===== src/hw/rtl/spa_pkg.sv =====
// Package for the sparse polynomial adder: store sizing and mode codes.
// No dependencies; imported by the core and its checker.
package spa_pkg;

  localparam int MAX_TERMS = 32;
  localparam int CNT_W     = $clog2(MAX_TERMS + 1);
  localparam int ADDR_W    = (MAX_TERMS > 1) ? $clog2(MAX_TERMS) : 1;

  localparam int EXP_W     = 8;
  localparam int COEF_W    = 16;
  localparam int SUM_W     = COEF_W + 1;
  localparam int ENTRY_W   = EXP_W + COEF_W;

  localparam logic [1:0] MODE_LOAD_A = 2'd0;
  localparam logic [1:0] MODE_LOAD_B = 2'd1;
  localparam logic [1:0] MODE_MERGE  = 2'd2;

endpackage


===== src/hw/rtl/sparse_polynomial_adder_core.sv =====
// Sparse polynomial adder core: two term stores and an iterative merge sequencer.
// Depends on spa_pkg.
//
//  channel  | signals                                        | handshake
//  ---------+------------------------------------------------+--------------------------
//  command  | mode, exponent, coefficient                    | start & !busy
//  result   | term_exponent, term_coefficient, last_term,    | result_valid, one cycle,
//           | empty_result, load_error                       | no backpressure
//
// A load (mode A or B) leaves busy low, so loads can go back to back.
// A merge reads the stores (S_FETCH), then compares/adds in the shared adder (S_STEP)
// for each merged exponent, then does a final read, the end check and the flush
// (S_FLUSH); busy stays high for the whole merge.
// Each held result is emitted once the next surviving term is found; the last
// result appears in the cycle busy drops. Reset clears counts and the error flag
// at once; the stores are not cleared and only entries below the counts are read.
module sparse_polynomial_adder_core
  import spa_pkg::*;
(
  input  logic                     clk,
  input  logic                     rst,
  input  logic                     start,
  output logic                     busy,
  input  logic [1:0]               mode,
  input  logic [EXP_W-1:0]         exponent,
  input  logic signed [COEF_W-1:0] coefficient,
  output logic                     result_valid,
  output logic [EXP_W-1:0]         term_exponent,
  output logic signed [SUM_W-1:0]  term_coefficient,
  output logic                     last_term,
  output logic                     empty_result,
  output logic                     load_error
);

  typedef enum logic [1:0] {S_IDLE, S_FETCH, S_STEP, S_FLUSH} state_t;

  state_t state;

  logic [ENTRY_W-1:0] store_a [MAX_TERMS];
  logic [ENTRY_W-1:0] store_b [MAX_TERMS];
  logic [ENTRY_W-1:0] rd_a;
  logic [ENTRY_W-1:0] rd_b;

  logic [CNT_W-1:0] count_a;
  logic [CNT_W-1:0] count_b;
  logic [CNT_W-1:0] idx_a;
  logic [CNT_W-1:0] idx_b;
  logic [EXP_W-1:0] last_exp_a;
  logic [EXP_W-1:0] last_exp_b;
  logic             error_seen;

  // held term, emitted once the next survivor (or the end) is known
  logic                    pend_valid;
  logic [EXP_W-1:0]        pend_exp;
  logic signed [SUM_W-1:0] pend_coef;

  logic accept;
  logic load_a_req;
  logic load_b_req;
  logic full_a;
  logic full_b;
  logic order_bad_a;
  logic order_bad_b;
  logic wr_a;
  logic wr_b;
  logic err_a;
  logic err_b;

  logic                     a_ok;
  logic                     b_ok;
  logic [EXP_W-1:0]         ea;
  logic [EXP_W-1:0]         eb;
  logic signed [COEF_W-1:0] ca_sel;
  logic signed [COEF_W-1:0] cb_sel;
  logic                     take_a;
  logic                     take_b;
  logic [EXP_W-1:0]         step_exp;
  logic signed [SUM_W-1:0]  step_sum;

  assign accept     = start && (state == S_IDLE);
  assign busy       = (state != S_IDLE);
  assign load_a_req = accept && (mode == MODE_LOAD_A) && (coefficient != '0);
  assign load_b_req = accept && (mode == MODE_LOAD_B) && (coefficient != '0);

  assign full_a      = (count_a == CNT_W'(MAX_TERMS));
  assign full_b      = (count_b == CNT_W'(MAX_TERMS));
  assign order_bad_a = (count_a != '0) && (exponent >= last_exp_a);
  assign order_bad_b = (count_b != '0) && (exponent >= last_exp_b);
  assign wr_a        = load_a_req && !full_a && !order_bad_a;
  assign wr_b        = load_b_req && !full_b && !order_bad_b;
  assign err_a       = load_a_req && (full_a || order_bad_a);
  assign err_b       = load_b_req && (full_b || order_bad_b);

  // term stores: one write port, one registered read port each
  always_ff @(posedge clk) begin
    if (wr_a) begin
      store_a[count_a[ADDR_W-1:0]] <= {exponent, coefficient};
    end
    if (wr_b) begin
      store_b[count_b[ADDR_W-1:0]] <= {exponent, coefficient};
    end
    rd_a <= store_a[idx_a[ADDR_W-1:0]];
    rd_b <= store_b[idx_b[ADDR_W-1:0]];
  end

  // shared compare and add for one merge step
  always_comb begin
    a_ok     = (idx_a < count_a);
    b_ok     = (idx_b < count_b);
    ea       = rd_a[ENTRY_W-1:COEF_W];
    eb       = rd_b[ENTRY_W-1:COEF_W];
    take_a   = a_ok && (!b_ok || (ea > eb));
    take_b   = b_ok && (!a_ok || (eb > ea));
    ca_sel   = take_b ? '0 : rd_a[COEF_W-1:0];
    cb_sel   = take_a ? '0 : rd_b[COEF_W-1:0];
    step_exp = take_b ? eb : ea;
    step_sum = {ca_sel[COEF_W-1], ca_sel} + {cb_sel[COEF_W-1], cb_sel};
  end

  always_ff @(posedge clk) begin
    if (rst) begin
      state        <= S_IDLE;
      count_a      <= '0;
      count_b      <= '0;
      idx_a        <= '0;
      idx_b        <= '0;
      error_seen   <= 1'b0;
      pend_valid   <= 1'b0;
      result_valid <= 1'b0;
    end else begin
      result_valid <= 1'b0;
      case (state)
        S_IDLE: begin
          if (wr_a) begin
            count_a    <= count_a + 1'b1;
            last_exp_a <= exponent;
          end
          if (wr_b) begin
            count_b    <= count_b + 1'b1;
            last_exp_b <= exponent;
          end
          if (err_a || err_b) begin
            error_seen <= 1'b1;
          end
          if (accept && (mode == MODE_MERGE)) begin
            idx_a      <= '0;
            idx_b      <= '0;
            pend_valid <= 1'b0;
            state      <= S_FETCH;
          end
        end
        S_FETCH: begin
          state <= S_STEP;
        end
        S_STEP: begin
          if (!a_ok && !b_ok) begin
            state <= S_FLUSH;
          end else begin
            if (!take_b) begin
              idx_a <= idx_a + 1'b1;
            end
            if (!take_a) begin
              idx_b <= idx_b + 1'b1;
            end
            if (step_sum != '0) begin
              if (pend_valid) begin
                result_valid     <= 1'b1;
                term_exponent    <= pend_exp;
                term_coefficient <= pend_coef;
                last_term        <= 1'b0;
                empty_result     <= 1'b0;
                load_error       <= error_seen;
              end
              pend_valid <= 1'b1;
              pend_exp   <= step_exp;
              pend_coef  <= step_sum;
            end
            state <= S_FETCH;
          end
        end
        S_FLUSH: begin
          result_valid     <= 1'b1;
          last_term        <= 1'b1;
          load_error       <= error_seen;
          if (pend_valid) begin
            term_exponent    <= pend_exp;
            term_coefficient <= pend_coef;
            empty_result     <= 1'b0;
          end else begin
            term_exponent    <= '0;
            term_coefficient <= '0;
            empty_result     <= 1'b1;
          end
          pend_valid <= 1'b0;
          count_a    <= '0;
          count_b    <= '0;
          error_seen <= 1'b0;
          state      <= S_IDLE;
        end
        default: begin
          state <= S_IDLE;
        end
      endcase
    end
  end

endmodule


===== config.mk =====
export PLATFORM = sky130hd
export DESIGN_NAME = sparse_polynomial_adder_core
export DESIGN_NICKNAME = d
export VERILOG_FILES = /design/src/hw/rtl/spa_pkg.sv /design/src/hw/rtl/sparse_polynomial_adder_core.sv
export SDC_FILE = /design/constraint.sdc
export NUM_CORES = 2
export LEC_CHECK = 0
export BUFFER_PORTS_ARGS = -buffer_cell sky130_fd_sc_hd__buf_4
export CORE_ASPECT_RATIO = 1.75
export CORE_MARGIN = 2
export CORE_UTILIZATION = 50
export CTS_BUF_LIST = sky130_fd_sc_hd__clkbuf_16
export DETAILED_ROUTE_END_ITERATION = 10
export PLACE_DENSITY = 0.68
export SLEW_MARGIN = 20
export SYNTH_ARGS = -nofsm -noshare
export SYNTH_HDL_FRONTEND = slang
export SYNTH_SLANG_ARGS = --single-unit

===== constraint.sdc =====
create_clock -name clk -period 6.85 [get_ports clk]
set_input_delay 1.0275 -clock clk [delete_from_list [all_inputs] [get_ports clk]]
set_output_delay 1.0275 -clock clk [all_outputs]
set_load 0.05 [all_outputs]

==> results.toml <==
[clock_network]
cts.htree.levels = 4
cts_resized = 0
cts.clk_slew.worst_paths_ns = 0.07
cts_sinks = 1682
cts_setup_buffers = 0
cts_tree = "yes"
hold_buffers = 0
cts_buffers = 142
clockBufferDepth = 3
clk_latency_ns = 0.76
clock-root-buffer = "clkbuf_16"

[route]
wire_per_inst_um = 30.5
drtIter0Drc = 2903
viasPerCell = 6.17
drcViolationCount = 0
antenna_left = 0
drt-total-wl_mm = 147
routed-via-count = 29700
drt_first_pass_iters = 5

[timing]
fmax_mhz = 157
finalHoldViolCount = 0
rsz0062_at_grt = "no"
fin_crit_ns = 6.37
setup_violations = 0
worst_pin_slew_ns = 1.04
holdWs_ns = 0.490
relSlewSlack_pct = 30.9
period_share_pct = 92.9
setup_tns_ns = 0
clock_skew_ns = 0.0233
fin_ws_ns = 0.485
drv_slew = 0

[critical_path]
endpoint_kind = "register"
startpoint_type = "register"
path_class = "reg2reg"
r2r_end = "term_coefficient[5]"
crit_end = "term_coefficient[5]"
required_ns = 7.23
cp.arrival_ns = 6.75
worstSetupStartpoint = "rd_a[17]"
rr_worst_depth = 18
timing.rr.start = "rd_a[17]"
path_max_fanout = 28
r2r_slack_ns = 0.48

[global_routing]
track_usage_pct = 22.4
grt_overflow = 0
grt_pass1_wl_mm = 214
antenna_found_initial = 4
grt_pass1_vias = 31300
grt_max_degree = 139

[power]
power_density_mw_per_mm2 = 274
irDropWorstVdd_mv = 0.166
power_frac_comb_pct = 2.4
power_frac_seq_pct = 56.8
p_sw_mw = 3.96
p_sw_share_pct = 19.9
clkPwrFrac_pct = 40.8
power_mw = 19.9
p_leak_nw = 22.1
p_int_mw = 15.9

[placed_design]
io_buffers = 58
dp_slack_ns = 0.542
gp_congestion = 0.859
placed_area_mm2 = 0.0679
dp_hpwl_mm = 86.1

[synthesis]
async_flop_share_pct = 0
postSynthCellCount = 2876
synth_ff_type = "edfxtp_1"
synth_edf_count = 1605
yosysWarnings = 0
synthDistinctLibCells = 65
ys_seq_area_share_pct = 76.3
synth.avg_cell_area_um2 = 22.7
ys_ff_latch = 1682
syn_area_mm2 = 0.0651
syn-num-nets = 2966

[floorplan]
die_x_um = 277
core_mm2 = 0.130
io_pins = 59
start_util_pct = 50.3
die_area_mm2 = 0.133
rows = 175
die_h_um = 482

[outcome]
status = "completed"

[final_layout]
fin_nets = 3117
drive_above_1_share_pct = 31.2
final_area_mm2 = 0.0726
syn_to_final_growth_pct = 11.4

[run]
maxCapViolCount = 0

[hold_path]
hp-class = "reg2reg"
## metal layers
metal / global-route usage (%) / part of all wire, % / vias up
met2: 41.2 / 56 / 1000
met4: 7.86 / 3.2 / 0
li1: - / - / 12400
met3: 2.91 / 4.7 / 255
met5: 0 / 0 / -
met1: 27.1 / 37 / 16100
## layout make-up
| cell class | count | area (um^2) |
|---|---|---|
| fillers | 9395 | 57100 |
| well taps | 1681 | 2100 |
| clock inverters | 110 | 998 |
| multi-input cells | 1013 | 14800 |
| diodes | 2 | 5.00 |
| clock buffers | 146 | 3650 |
| repair buffers | 143 | 1110 |
| inverters | 45 | 169 |
| flip-flops and latches | 1682 | 49800 |
## cells in the final DEF, fill, tap and decap left out, drive strengths merged, types with 5 or more instances in the layout
cell      count
nand2        35
xor2          6
a21o         12
bufinv       16
o21ai        21
a211oi       10
clkinv       53
clkinvlp     11
nor4          6
clkbuf      146
nor2b        19
nor3          7
nand3        31
dfxtp        77
edfxtp     1605
o211ai        8
nor2         95
mux4        480
nand2b        8
a21oi        37
mux2         56
and2         46
xnor2        14
buf         143
nand4         6
ha           60
or3           5
inv          75
## critical path, cell delays in order (launching register included)
cell,delay [ns]
dfxtp_1,0.33
inv_1,0.05
ha_1,0.30
nor2b_1,0.14
o211ai_1,0.17
a21oi_1,0.10
a211oi_1,0.60
o21a_1,0.70
nor2b_1,0.12
ha_1,0.29
fa_1,0.49
a211oi_2,0.36
o211ai_1,0.22
and2_1,0.24
o311ai_1,0.44
a21oi_1,0.07
nand4_1,0.30
o221ai_1,0.26
a21oi_4,0.78
## state kept, by name, summed over array words and instances (netlist names), 2 cells and up
signal and flops:
term_exponent 8, idx_a 6, count_a 6, store_b 768, pend_exp 8, count_b 6
idx_b 6, last_exp_b 8, last_exp_a 8, rd_b 24, pend_coef 17, rd_a 24
state 2, store_a 768, term_coefficient 17
## cell usage after synthesis, drive strengths merged, types with 12 or more instances
cell | instances | area (um^2)
buf | 63 | 375
nor2 | 95 | 357
nand3 | 31 | 155
clkbuf | 73 | 274
edfxtp | 1605 | 48200
inv | 45 | 169
xnor2 | 14 | 130
a21oi | 37 | 185
mux4 | 480 | 10800
ha | 60 | 751
nor2b | 19 | 119
mux2 | 56 | 631
nand2 | 35 | 131
dfxtp | 77 | 1540
and2 | 46 | 288
a21o | 12 | 90.1
o21ai | 21 | 105
## power groups by stage
stage	Combinational (mW)	Clock, mW	Sequential, mW
2_1_floorplan	0.228	0	11.5
3_3_place_gp	0.450	0	11.5
3_5_place_dp	0.475	0	11.5
4_1_cts	0.476	8.28	11.3
5_1_grt	0.521	8.63	11.3
6_report	0.471	8.12	11.3
## metrics by stage
step / instances / utilization (%)
floorplan: 2876 / -
CTS: 4820 / 56.0
detailed placement: 4564 / 52.4
finish: 4822 / 56.0
global placement: 4564 / 52.4
global route: 4821 / 56.0
## cell families (layout without fill, tap and decap cells)
group | after synthesis | in the layout | share of synthesized area (%)
other | 0 | 2 | 0
XOR/XNOR | 20 | 20 | 0.280
AO/OA/AOI/OAI | 122 | 122 | 1.25
buffers and inverters | 181 | 444 | 1.26
flip-flops | 1682 | 1682 | 76.3
multiplexers | 536 | 536 | 17.6
AND/OR/NAND/NOR | 274 | 274 | 2.12
adder cells (fa/ha/maj) | 61 | 61 | 1.18
## worst min path at each step
stage / cells after the start / startpoint / endpoint / slack (ns)
after floorplan: 0 / error_seen / load_error / 0.41
final: 0 / error_seen / load_error / 0.49
after detailed placement: 0 / error_seen / load_error / 0.49
after global placement: 2 / pend_valid / pend_valid / 0.48
after CTS: 0 / error_seen / load_error / 0.50
after global routing: 0 / error_seen / load_error / 0.51
Note: power is estimated with default switching activity, not from simulation.
